--- src/rtl/mmf_pkg.sv ---
// Shared types and constants for the Montgomery multiplier.
`default_nettype none
package mmf_pkg;

  localparam int WORD_W = 64;
  localparam int HALF_W = 32;
  localparam int ACC_W = 3 * WORD_W;
  localparam int CFG_INDEX_W = 3;

  localparam logic [CFG_INDEX_W-1:0] REG_NEG_INV = 3'd4;

  typedef struct packed {
    logic [WORD_W-1:0] a_word;
    logic [WORD_W-1:0] b_word;
    logic              last_word;
  } in_t;

  typedef struct packed {
    logic [WORD_W-1:0] result_word;
    logic              last_result;
  } out_t;

  typedef enum logic [1:0] {
    SRC_AB,
    SRC_QN,
    SRC_Q0
  } src_t;

  typedef enum logic [3:0] {
    ST_IDLE,
    ST_AB,
    ST_QN,
    ST_QWAIT,
    ST_QMUL,
    ST_QDRAIN,
    ST_QWRITE,
    ST_END,
    ST_SHIFT,
    ST_CMP,
    ST_OUT
  } state_t;

  typedef struct packed {
    logic       load_en;
    logic       count_clear;
    logic       acc_clear;
    logic       acc_shift;
    logic       mul_en;
    src_t       mul_src;
    logic [1:0] part;
    logic       qacc_clear;
    logic       q_write;
    logic       q_from_acc;
    logic       cmp_init;
    logic       cmp_en;
    logic       out_en;
    logic       out_first;
    logic       out_last;
  } cmd_t;

endpackage
`default_nettype wire

--- src/rtl/mmf_ctrl.sv ---
// Controller: sequences column MACs, quotient words, final compare and result beats.
`default_nettype none
module mmf_ctrl #(
  parameter int NUM_WORDS = 4,
  localparam int IW = (NUM_WORDS > 1) ? $clog2(NUM_WORDS) : 1,
  localparam int IIW = $clog2(2 * NUM_WORDS)
) (
  input  wire logic          clk,
  input  wire logic          rst,
  input  wire logic          start,
  input  wire logic          last_word,
  output logic               busy,
  output mmf_pkg::cmd_t      cmd,
  output logic [IW-1:0]      j,
  output logic [IW-1:0]      k,
  output logic [IW-1:0]      q_widx
);

  localparam logic [IW-1:0]  J_LAST = IW'(NUM_WORDS - 1);
  localparam logic [IIW-1:0] I_LAST = IIW'(2 * NUM_WORDS - 1);
  localparam logic [IIW-1:0] I_W    = IIW'(NUM_WORDS);

  mmf_pkg::state_t state, state_next;
  logic [IIW-1:0]  i, i_next;
  logic [IW-1:0]   j_next, k_next;
  logic [1:0]      p, p_next;

  logic           low;
  logic           at_diag;
  logic [IIW-1:0] i_inc;
  logic [IIW:0]   hj;

  assign busy    = (state != mmf_pkg::ST_IDLE);
  assign low     = (i < I_W);
  assign at_diag = (IIW'(j) == i);
  assign i_inc   = i + IIW'(1);
  assign hj      = {1'b0, i_inc} - (IIW + 1)'(NUM_WORDS) + (IIW + 1)'(1);
  assign q_widx  = low ? IW'(i) : IW'(i - I_W);

  always_ff @(posedge clk) begin
    if (rst) begin
      state <= mmf_pkg::ST_IDLE;
      i     <= '0;
      j     <= '0;
      k     <= '0;
      p     <= '0;
    end else begin
      state <= state_next;
      i     <= i_next;
      j     <= j_next;
      k     <= k_next;
      p     <= p_next;
    end
  end

  always_comb begin
    state_next = state;
    i_next     = i;
    j_next     = j;
    k_next     = k;
    p_next     = p;
    cmd        = '0;
    case (state)
      mmf_pkg::ST_IDLE: begin
        if (start) begin
          cmd.load_en = 1'b1;
          if (last_word) begin
            cmd.acc_clear = 1'b1;
            i_next        = '0;
            j_next        = '0;
            k_next        = '0;
            p_next        = '0;
            state_next    = mmf_pkg::ST_AB;
          end
        end
      end
      mmf_pkg::ST_AB: begin
        cmd.mul_en  = 1'b1;
        cmd.mul_src = mmf_pkg::SRC_AB;
        cmd.part    = p;
        p_next      = p + 2'd1;
        if (p == 2'd3) begin
          state_next = (low && at_diag) ? mmf_pkg::ST_QWAIT : mmf_pkg::ST_QN;
        end
      end
      mmf_pkg::ST_QN: begin
        cmd.mul_en  = 1'b1;
        cmd.mul_src = mmf_pkg::SRC_QN;
        cmd.part    = p;
        p_next      = p + 2'd1;
        if (p == 2'd3) begin
          if ((low && at_diag) || (!low && (j == J_LAST))) begin
            state_next = mmf_pkg::ST_END;
          end else begin
            j_next     = j + IW'(1);
            k_next     = k - IW'(1);
            state_next = mmf_pkg::ST_AB;
          end
        end
      end
      mmf_pkg::ST_QWAIT: begin
        cmd.qacc_clear = 1'b1;
        p_next         = '0;
        state_next     = mmf_pkg::ST_QMUL;
      end
      mmf_pkg::ST_QMUL: begin
        cmd.mul_en  = 1'b1;
        cmd.mul_src = mmf_pkg::SRC_Q0;
        cmd.part    = p;
        if (p == 2'd2) begin
          p_next     = '0;
          state_next = mmf_pkg::ST_QDRAIN;
        end else begin
          p_next = p + 2'd1;
        end
      end
      mmf_pkg::ST_QDRAIN: begin
        state_next = mmf_pkg::ST_QWRITE;
      end
      mmf_pkg::ST_QWRITE: begin
        cmd.q_write = 1'b1;
        state_next  = mmf_pkg::ST_QN;
      end
      mmf_pkg::ST_END: begin
        state_next = mmf_pkg::ST_SHIFT;
      end
      mmf_pkg::ST_SHIFT: begin
        cmd.acc_shift  = 1'b1;
        cmd.q_write    = !low;
        cmd.q_from_acc = 1'b1;
        if (i == I_LAST) begin
          cmd.cmp_init = 1'b1;
          j_next       = J_LAST;
          k_next       = J_LAST;
          state_next   = mmf_pkg::ST_CMP;
        end else begin
          i_next = i_inc;
          if (i_inc < I_W) begin
            j_next     = '0;
            k_next     = IW'(i_inc);
            state_next = mmf_pkg::ST_AB;
          end else if (hj > (IIW + 1)'(NUM_WORDS - 1)) begin
            state_next = mmf_pkg::ST_SHIFT;
          end else begin
            j_next     = IW'(hj);
            k_next     = J_LAST;
            state_next = mmf_pkg::ST_AB;
          end
        end
      end
      mmf_pkg::ST_CMP: begin
        cmd.cmp_en = 1'b1;
        if (j == '0) begin
          state_next = mmf_pkg::ST_OUT;
        end else begin
          j_next = j - IW'(1);
          k_next = k - IW'(1);
        end
      end
      mmf_pkg::ST_OUT: begin
        cmd.out_en    = 1'b1;
        cmd.out_first = (j == '0);
        cmd.out_last  = (j == J_LAST);
        if (j == J_LAST) begin
          cmd.count_clear = 1'b1;
          state_next      = mmf_pkg::ST_IDLE;
        end else begin
          j_next = j + IW'(1);
          k_next = k + IW'(1);
        end
      end
      default: begin
        state_next = mmf_pkg::ST_IDLE;
      end
    endcase
  end

endmodule
`default_nettype wire

--- config.mk ---
export PLATFORM = sky130hd
export DESIGN_NAME = mmf_ctrl
export DESIGN_NICKNAME = d
export VERILOG_FILES = /design/src/rtl/mmf_pkg.sv /design/src/rtl/mmf_ctrl.sv
export SDC_FILE = /design/constraint.sdc
export NUM_CORES = 1
export LEC_CHECK = 0
export BUFFER_PORTS_ARGS = -buffer_cell sky130_fd_sc_hd__buf_2
export CORE_MARGIN = 4
export CORE_UTILIZATION = 30
export CTS_BUF_LIST = sky130_fd_sc_hd__clkbuf_8
export DETAILED_ROUTE_END_ITERATION = 8
export PLACE_DENSITY = 0.6
export SLEW_MARGIN = 40
export SYNTH_ARGS = -nofsm -noshare
export SYNTH_HDL_FRONTEND = slang
export SYNTH_SLANG_ARGS = --single-unit
--- constraint.sdc ---
create_clock -name clk -period 5.4 [get_ports clk]
set_input_delay 1.08 -clock clk [delete_from_list [all_inputs] [get_ports clk]]
set_output_delay 1.08 -clock clk [all_outputs]
set_load 0.01 [all_outputs]
### Word-level counts from Yosys, hierarchy flattened

Cells that the tools add are included.
Widths: inputs -> output; s select.

* add/subtract/negate cells: 9
* order comparisons: 3
* eq/ne operators: 27
* mux-type cells: 53
* reductions and logical operators: 15

Operators with widths (count)
* $pmux 4 s11: 1
* $mux 4: 10
* $mux 2: 19
* $ne 2x2->1 const B: 11
* $pmux 2 s5: 2
* $eq 4x3->1 const B: 4
* $mux 3: 5
* $pmux 5 s3: 1
* $eq 4x4->1 const B: 3
* $mux 1: 12
* $eq 4x2->1 const B: 2
* $pmux 2 s4: 1
* $reduce_and 8->1: 1
* $reduce_bool 4->1: 2
* $reduce_and 7->1: 1
* $add 2x1->2 const B: 3
* $eq 2x2->1 const B: 3
* $lt 3x3->1 const B: 2
* $pmux 3 s2: 1
* $sub 2x1->2 const B: 3
* $reduce_bool 5->1: 1
* $add 4x1->4 const B: 1
* $eq 4x1->1 const B: 1
* $gt 4x2->1 const B: 1
* 15 further kinds: 16

* register bits: 13
* bits of input ports: 4
* output and inout bits: 24
* word-level logic and storage cells: 112

### Longest topological paths before layout

Gate-level depths: netlist of run 1.

* depth in word-level cells: 8
* gate-level depth with buffers: 8
* mapped depth without buffers: 7

### Least setup slack after synthesis of run 1

No wires, ideal clock.

* kind: input -> output
* start point: input port start
* end point: output port cmd[14] in the netlist's numbering
* data arrival time: 1.406 ns
* data required time: 4.320 ns
* path slack: 2.914 ns
* stages on the path: 2
* path buffers: 0
* cell sequence: and2_1 nor2b_1

RTL lines
* start, declared: line mmf_ctrl.sv:10 `input wire logic start,`
* end, declared: line mmf_ctrl.sv:13 `output mmf_pkg::cmd_t cmd,`

==> flow_metrics.py, run 1 <==
metrics = {
    "sta": {
        "tightest_slew_ns": 0.748,
        "skew_ns": 0.00600,
        "hold_viol_final": 0,
        "maxSlewHeadroom_pct": 50.1,
        "max_freq_mhz": 338,
        "slew_violations": 0,
        "setup_violations": 0,
        "layout_min_cycle_time_ns": 2.96,
        "setup_tns_ns": 0,
        "rsz0062_at_grt": "false",
        "hold_slack_ns": 0.560,
        "period_share_pct": 54.8,
    },
    "worst_setup_path": {
        "required_ns": 4.32,
        "crit_type": "reg2out",
        "cp_max_fo": 23,
        "worstPathArrival_ns": 1.88,
        "cp-startpoint": "state[1]$_SDFFE_PP0P_",
        "critPathLaunchType": "flip-flop",
        "r2r_start": "i[0]$_SDFFE_PP0P_",
        "endpoint_kind": "output port",
    },
    "synthesis": {
        "synth_ff_type": "dfxtp_1",
        "synthCells": 185,
        "yosysWarnings": 0,
        "ys_ff_latch": 13,
        "async_reset_ff_share_pct": 0,
        "synth-edff-count": 0,
        "syn-cell-area_sq_um": 1380,
        "synth_nets": 196,
        "syn_avg_cell_area_sq_um": 7.44,
        "yosysUniqueCellTypes": 54,
        "yosysSeqAreaShare_pct": 18.9,
    },
    "cts": {
        "hold_buffers": 0,
        "clock_latency_ns": 0.26,
        "cts_tree": "done",
        "htreeDepth": 1,
        "clock_path_buffers": 2,
        "cts_buffers": 3,
        "ctsResizeCount": 0,
        "postCtsSetupBuffers": 0,
        "clk_pin_slew_worst_paths_ns": 0.07,
        "cts_sinks": 13,
        "cts_root_buf": "clkbuf_8",
    },
    "pwr": {
        "peakVddDrop_v": 0.000124,
        "power_leakage_nw": 0.681,
        "power_mw": 0.673,
        "power.density_nw_per_um2": 441,
    },
    "floorplanning": {
        "num_rows": 24,
        "core-area_sq_um": 4380,
        "die_y_microns": 75.7,
        "ios": 28,
        "die-area_sq_um": 5740,
        "start_util_pct": 31.4,
        "fp.dieW_microns": 75.7,
    },
    "routing": {
        "drt_iter0_markers": 198,
        "drt-wirelength-per-cell_microns": 14.5,
        "drt-total-wl_microns": 3640,
        "drc": 0,
        "final_antenna_net_count": 0,
        "vias": 1381,
        "drt_pass1_iterations": 4,
        "vias_per_cell": 5.50,
    },
    "global_route": {
        "grt_max_degree": 31,
        "grt_pass1_vias": 1262,
        "gr-total-overflow": 0,
        "antenna_found_initial": 0,
        "grt_pass1_wl_microns": 5890,
        "grtUsageTotal_pct": 13.3,
    },
    "layout": {
        "area_growth_pct": 10.8,
        "nets": 211,
        "drive_gt1_share_pct": 20.1,
        "n_antenna_cell": 0,
        "fin_cells": 251,
    },
    "placed_design": {
        "dp_cells": 247,
        "place.gp.congestion": 0.845,
        "place_hpwl_microns": 2590,
        "portBuffers": 27,
    },
    "hold_path": {
        "hold_path.startpoint": "k[0]$_SDFFE_PP0P_",
        "hold_class": "reg2reg",
    },
    "run_status": {
        "status": "finished, final reports clean",
    },
    "flow_run": {
        "maxCapViolCount": 0,
    },
}
==> cell usage after synthesis (all sizes together) (2+ instances only) <==
master | n | area (sq um)
nor2 | 24 | 90.1
a21oi | 15 | 78.8
buf | 13 | 85.1
dfxtp | 13 | 260
nor3 | 13 | 65.1
inv | 10 | 37.5
ha | 7 | 87.6
nand2 | 7 | 26.3
a211oi | 6 | 55.1
clkbuf | 5 | 18.8
nor2b | 5 | 31.3
and3 | 4 | 25.0
mux2i | 4 | 40.0
o21ai | 4 | 20.0
o22ai | 4 | 25.0
a21o | 3 | 22.5
a31oi | 3 | 18.8
nand2b | 3 | 18.8
nor4 | 3 | 25.0
or4 | 3 | 26.3
xnor2 | 3 | 26.3
xor2 | 3 | 26.3
a21boi | 2 | 15.0
a2bb2oi | 2 | 17.5
nand3 | 2 | 10.0
nand3b | 2 | 15.0
nand4b | 2 | 17.5
or3b | 2 | 17.5
or4b | 2 | 20.0
==> path summary, 6_finish.rpt <==
| check | depth (start not counted) | slack [ns] | endpoint |
|---|---|---|---|
| worst max-delay path | 3 | 2.44 | cmd[10] |
| worst max register to register | 7 | 3.20 | j[1]$_SDFFE_PP0P_ |
| worst min-delay path | 2 | 0.56 | k[0]$_SDFFE_PP0P_ |
| worst min register to register | 2 | 0.56 | k[0]$_SDFFE_PP0P_ |
==> registers in the layout, indices dropped and copies added, names as in the netlist <==
signal	cells
i	3
k	2
p	2
state	4
j	2
==> power by group <==
group,switching [mW],leakage (nW),internal [mW]
Sequential,0.0710,0.106,0.118
Combinational,0.208,0.548,0.184
Clock,0.0425,0.0269,0.0505
Total,0.321,0.681,0.352
==> critical path: stages (launching register included) <==
cell,delay [ns]
dfxtp_1,0.80
or4b_1,0.59
inv_1,0.10
buf_2,0.13
==> stage by stage <==
| step | util, % | worst slack (ns) | instance area [sq um] |
|---|---|---|---|
| floorplan | - | 2.91 | 1380 |
| global placement | 33.8 | 2.71 | 1480 |
| detailed placement | 33.8 | 2.71 | 1480 |
| CTS | 34.8 | 2.43 | 1530 |
| global route | 34.8 | 2.32 | 1530 |
| finish | 34.8 | 2.44 | 1530 |
==> cell usage in the layout, fill, tap and decap left out, types with 4 or more instances in the layout <==
cell,Yosys,routed
a21oi_1,14,14
and3_1,4,4
nor3_1,13,13
a211oi_1,4,4
buf_2,5,27
mux2i_1,4,4
o21ai_0,4,4
inv_1,10,11
o22ai_1,4,4
nand2_1,7,7
nor2_1,24,24
dfxtp_1,13,13
ha_1,7,7
nor2b_1,5,5
==> metal layers <==
| layer | up-vias | wire length, microns | global-route usage, % |
|---|---|---|---|
| met1 | 634 | 1850 | 18.7 |
| met5 | - | 0 | 0 |
| li1 | 695 | - | - |
| met3 | 10 | 190 | 2.11 |
| met2 | 42 | 1500 | 19.2 |
| met4 | 0 | 104 | 7.57 |
==> final cells by class <==
class                      count  area [sq um]
clock buffer                   3          41.3
clock inverter                 1          3.75
multi-input combinational    144           975
sequential                    13           260
tap                           52          65.1
inverter                      10          37.5
fill                         489          2860
timing repair buffer          28           143
==> cells by family (layout without fill, tap and decap cells) <==
logic type	after synthesis	count (layout)	synth area share, %
and+or+nand+nor	77	77	30.9
buffers and inverters	28	42	10.3
DFF	13	13	18.9
xor gates and xnor gates	6	6	3.82
AOI/OAI and AO/OA	49	49	26.0
muxes	5	5	3.73
adders and majority gates	7	7	6.36
Note: power is estimated with default switching activity, not from simulation.
==> run 2: changes to the inputs <==
--- a/config.mk
+++ b/config.mk
@@ -5,12 +5,13 @@
 export SDC_FILE = /design/constraint.sdc
 export NUM_CORES = 1
 export LEC_CHECK = 0
+export ABC_AREA = 1
 export BUFFER_PORTS_ARGS = -buffer_cell sky130_fd_sc_hd__buf_2
 export CORE_MARGIN = 4
 export CORE_UTILIZATION = 30
 export CTS_BUF_LIST = sky130_fd_sc_hd__clkbuf_8
 export DETAILED_ROUTE_END_ITERATION = 8
-export PLACE_DENSITY = 0.6
+export PLACE_DENSITY = 0.61
 export SLEW_MARGIN = 40
 export SYNTH_ARGS = -nofsm -noshare
 export SYNTH_HDL_FRONTEND = slang
==> constraint.sdc (replaced) <==
create_clock -name clk -period 2.9 [get_ports clk]
set_input_delay 0.58 -clock clk [delete_from_list [all_inputs] [get_ports clk]]
set_output_delay 0.58 -clock clk [all_outputs]
set_load 0.01 [all_outputs]
==> run 2 against run 1 <==
- area after synthesis is 13% lower
- power grew 78%
- clock power grew 81%
- sequential cell count unchanged
- via count fell by 5.1%
- count of clock-buffer cells in the layout did not move
- first-iteration DRC count down 58%
- combinational power up 83%
- final cell count is 11% higher
- non-clock buffer count shrank 1
- sequential share of layout area up 1.4 points
- setup slack lost 1.8 ns
==> flow_metrics.py, run 2 <==
metrics = {
    "run_status": {
        "status": "finished, final reports clean",
    },
    "worst_setup_path": {
        "critPathLaunchType": "flip-flop",
        "cp_num_buf_inv": 2,
        "slowest_delay_ns": 0.41,
        "endpoint_kind": "output port",
        "r2r_start": "i[0]$_SDFFE_PP0P_",
        "path_cells": "nor2_4, nand2_1, nor2_2, inv_1, a21oi_1, buf_2",
        "worstSetupEndpoint": "cmd[8]",
        "ff2ff_path_depth": 8,
        "cp_slowest_cell": "dfxtp_1",
        "crit_family": "simple AND/OR/NAND/NOR gates",
        "worstPathArrival_ns": 1.64,
        "required_ns": 2.32,
        "cp-startpoint": "state[0]$_SDFFE_PP0P_",
        "crit_type": "reg2out",
        "timing.rr.end": "k[1]$_SDFFE_PP0P_",
        "ff2ff_setup_slack_ns": 1.23,
        "cp_max_fo": 8,
        "worst-path-stages": 6,
    },
    "pwr": {
        "switching_share_pct": 50.7,
        "intPower_mw": 0.590,
        "power_frac_comb_pct": 59.7,
        "power_mw": 1.20,
        "power_leakage_nw": 0.787,
        "pwr-share-clk_pct": 14.1,
        "power.density_nw_per_um2": 851,
        "p_switching_mw": 0.608,
        "peakVddDrop_v": 0.000216,
        "seqPwrFrac_pct": 26.2,
    },
    "cts": {
        "clock_latency_ns": 0.25,
        "clk_pin_slew_worst_paths_ns": 0.06,
        "cts_root_buf": "clkbuf_8",
        "clock_path_buffers": 2,
        "hold_buffers": 0,
        "cts_buffers": 3,
        "cts_sinks": 13,
        "ctsResizeCount": 0,
        "htreeDepth": 1,
        "cts_tree": "done",
        "postCtsSetupBuffers": 0,
    },
    "floorplanning": {
        "die-area_sq_um": 5070,
        "die_y_microns": 71.2,
        "num_rows": 22,
        "ios": 28,
        "core-area_sq_um": 3770,
        "start_util_pct": 31.8,
        "fp.dieW_microns": 71.2,
    },
    "routing": {
        "drt-wirelength-per-cell_microns": 11.3,
        "drt_pass1_iterations": 4,
        "drt_iter0_markers": 83,
        "final_antenna_net_count": 0,
        "drt-total-wl_microns": 3140,
        "vias": 1310,
        "vias_per_cell": 4.71,
        "drc": 0,
    },
    "sta": {
        "setup_violations": 0,
        "slew_violations": 0,
        "layout_min_cycle_time_ns": 2.22,
        "setup_tns_ns": 0,
        "tightest_slew_ns": 0.375,
        "period_share_pct": 76.5,
        "setup_ws_ns": 0.681,
        "hold_viol_final": 0,
        "max_freq_mhz": 451,
        "rsz0062_at_grt": "false",
        "skew_ns": 0.00133,
        "maxSlewHeadroom_pct": 74.9,
    },
    "synthesis": {
        "yosysMostFrequentCell": "nand2_1",
        "synth-edff-count": 0,
        "ys_ff_latch": 13,
        "synth_nets": 214,
        "post-synth-top-area-cell": "dfxtp_1",
        "yosysWarnings": 0,
        "synth_commonest_cells": "nand2_1, inv_1, nor2_1",
        "async_reset_ff_share_pct": 0,
        "synth_ff_type": "dfxtp_1",
        "synthCells": 203,
        "yosysUniqueCellTypes": 25,
        "synth_top_cell_area_share_pct": 21.7,
        "synth.area.top_cells": "dfxtp_1, nand2_1, inv_1",
        "syn-cell-area_sq_um": 1200,
        "syn_avg_cell_area_sq_um": 5.90,
        "yosysSeqAreaShare_pct": 21.7,
    },
    "hold_path": {
        "hold_class": "reg2reg",
    },
    "layout": {
        "reg_top3": "state: 4 flops, i: 3 flops",
        "layout_common_cells": "nand2_1, inv_1, buf_2",
        "nets": 242,
        "largest_register_ff_count": 4,
        "top_register": "state",
        "drive_gt1_share_pct": 22.2,
        "n_antenna_cell": 0,
        "area_growth_pct": 17.6,
        "final_common_cell": "nand2_1",
    },
    "global_route": {
        "grt_pass1_wl_microns": 5330,
        "gr-total-overflow": 0,
        "grt_pass1_vias": 1252,
        "antenna_found_initial": 0,
        "grtUsageTotal_pct": 13.1,
        "grt_max_degree": 11,
    },
    "placed_design": {
        "place.gp.congestion": 0.873,
        "place_hpwl_microns": 2540,
        "post-place-ws_ns": 0.956,
        "portBuffers": 27,
    },
    "flow_run": {
        "maxCapViolCount": 0,
    },
}
==> run 2: cell types whose count changed in the layout (fill, tap and decap cells not counted), sizes merged, moves of 4 or more <==
cell | before | now
nand2 | 7 | 58
inv | 11 | 36
nand3 | 2 | 15
nor2 | 24 | 35
nor3 | 13 | 3
a211oi | 6 | 0
nor2b | 5 | 0
and3 | 4 | 0
mux2i | 4 | 0
o21ai | 4 | 8
==> run 2: layout make-up <==
class,count,area [sq um]
Fill cell,406,2360
Sequential cell,13,260
Tap cell,48,60.1
Clock inverter,1,3.75
Clock buffer,3,41.3
Multi-Input combinational cell,151,776
Inverter,35,131
Timing Repair Buffer,27,135
==> run 2: stage by stage <==
stage,cells,utilization (%),instance area (sq um),hold WS (ns)
6_report,278,37.3,1410,0.512
4_1_cts,278,37.3,1410,0.518
3_3_place_gp,274,36.1,1360,0.504
2_1_floorplan,203,-,1200,0.473
5_1_grt,278,37.3,1410,0.546
3_5_place_dp,274,36.1,1360,0.508
==> run 2: cell families (layout without fill, tap and decap cells) <==
logic type	after synthesis	after routing	synth area share, %
simple gates	115	115	44.4
buf+inv	39	66	13.5
compound gates	28	28	12.3
flops	13	13	21.7
fa+ha+maj	7	7	7.31
xor+xnor	1	1	0.732
==> run 2: how the worst min path moves through the flow <==
stage                      start                 to  slack (ns)  cells after the start
2_1_floorplan  p[0]$_SDFFE_PP0P_  p[0]$_SDFFE_PP0P_        0.47                      2
3_3_place_gp   p[0]$_SDFFE_PP0P_  p[0]$_SDFFE_PP0P_        0.50                      2
3_5_place_dp   i[2]$_SDFFE_PP0P_  i[2]$_SDFFE_PP0P_        0.51                      2
4_1_cts        p[0]$_SDFFE_PP0P_  p[0]$_SDFFE_PP0P_        0.52                      2
5_1_grt        p[0]$_SDFFE_PP0P_  p[0]$_SDFFE_PP0P_        0.55                      2
6_report       p[0]$_SDFFE_PP0P_  p[0]$_SDFFE_PP0P_        0.51                      2
==> run 2: power by group through the flow <==
stage                     clock (mW)  combinational, mW  sequential (mW)
final                          0.168              0.716            0.314
after global routing           0.181              0.829            0.327
after CTS                      0.175              0.720            0.313
after detailed placement           0              0.717            0.317
after global placement             0              0.720            0.318
after floorplan                    0              0.559            0.308
==> run 2: worst register-to-register path, cell delays in order (launching register included) <==
cell	delay [ns]
dfxtp_1	0.36
ha_1	0.23
ha_1	0.32
inv_1	0.09
nor2_1	0.07
nor3_1	0.22
o21ai_0	0.13
nor2_1	0.10
nor2_1	0.05
==> run 2: layer usage <==
| metal | track usage (%) | up-vias | wire length, microns |
|---|---|---|---|
| li1 | - | 688 | - |
| met3 | 2.84 | 5 | 132 |
| met4 | 5.64 | 0 | 55 |
| met5 | 0 | - | 0 |
| met1 | 14.8 | 593 | 1410 |
| met2 | 23.4 | 24 | 1540 |
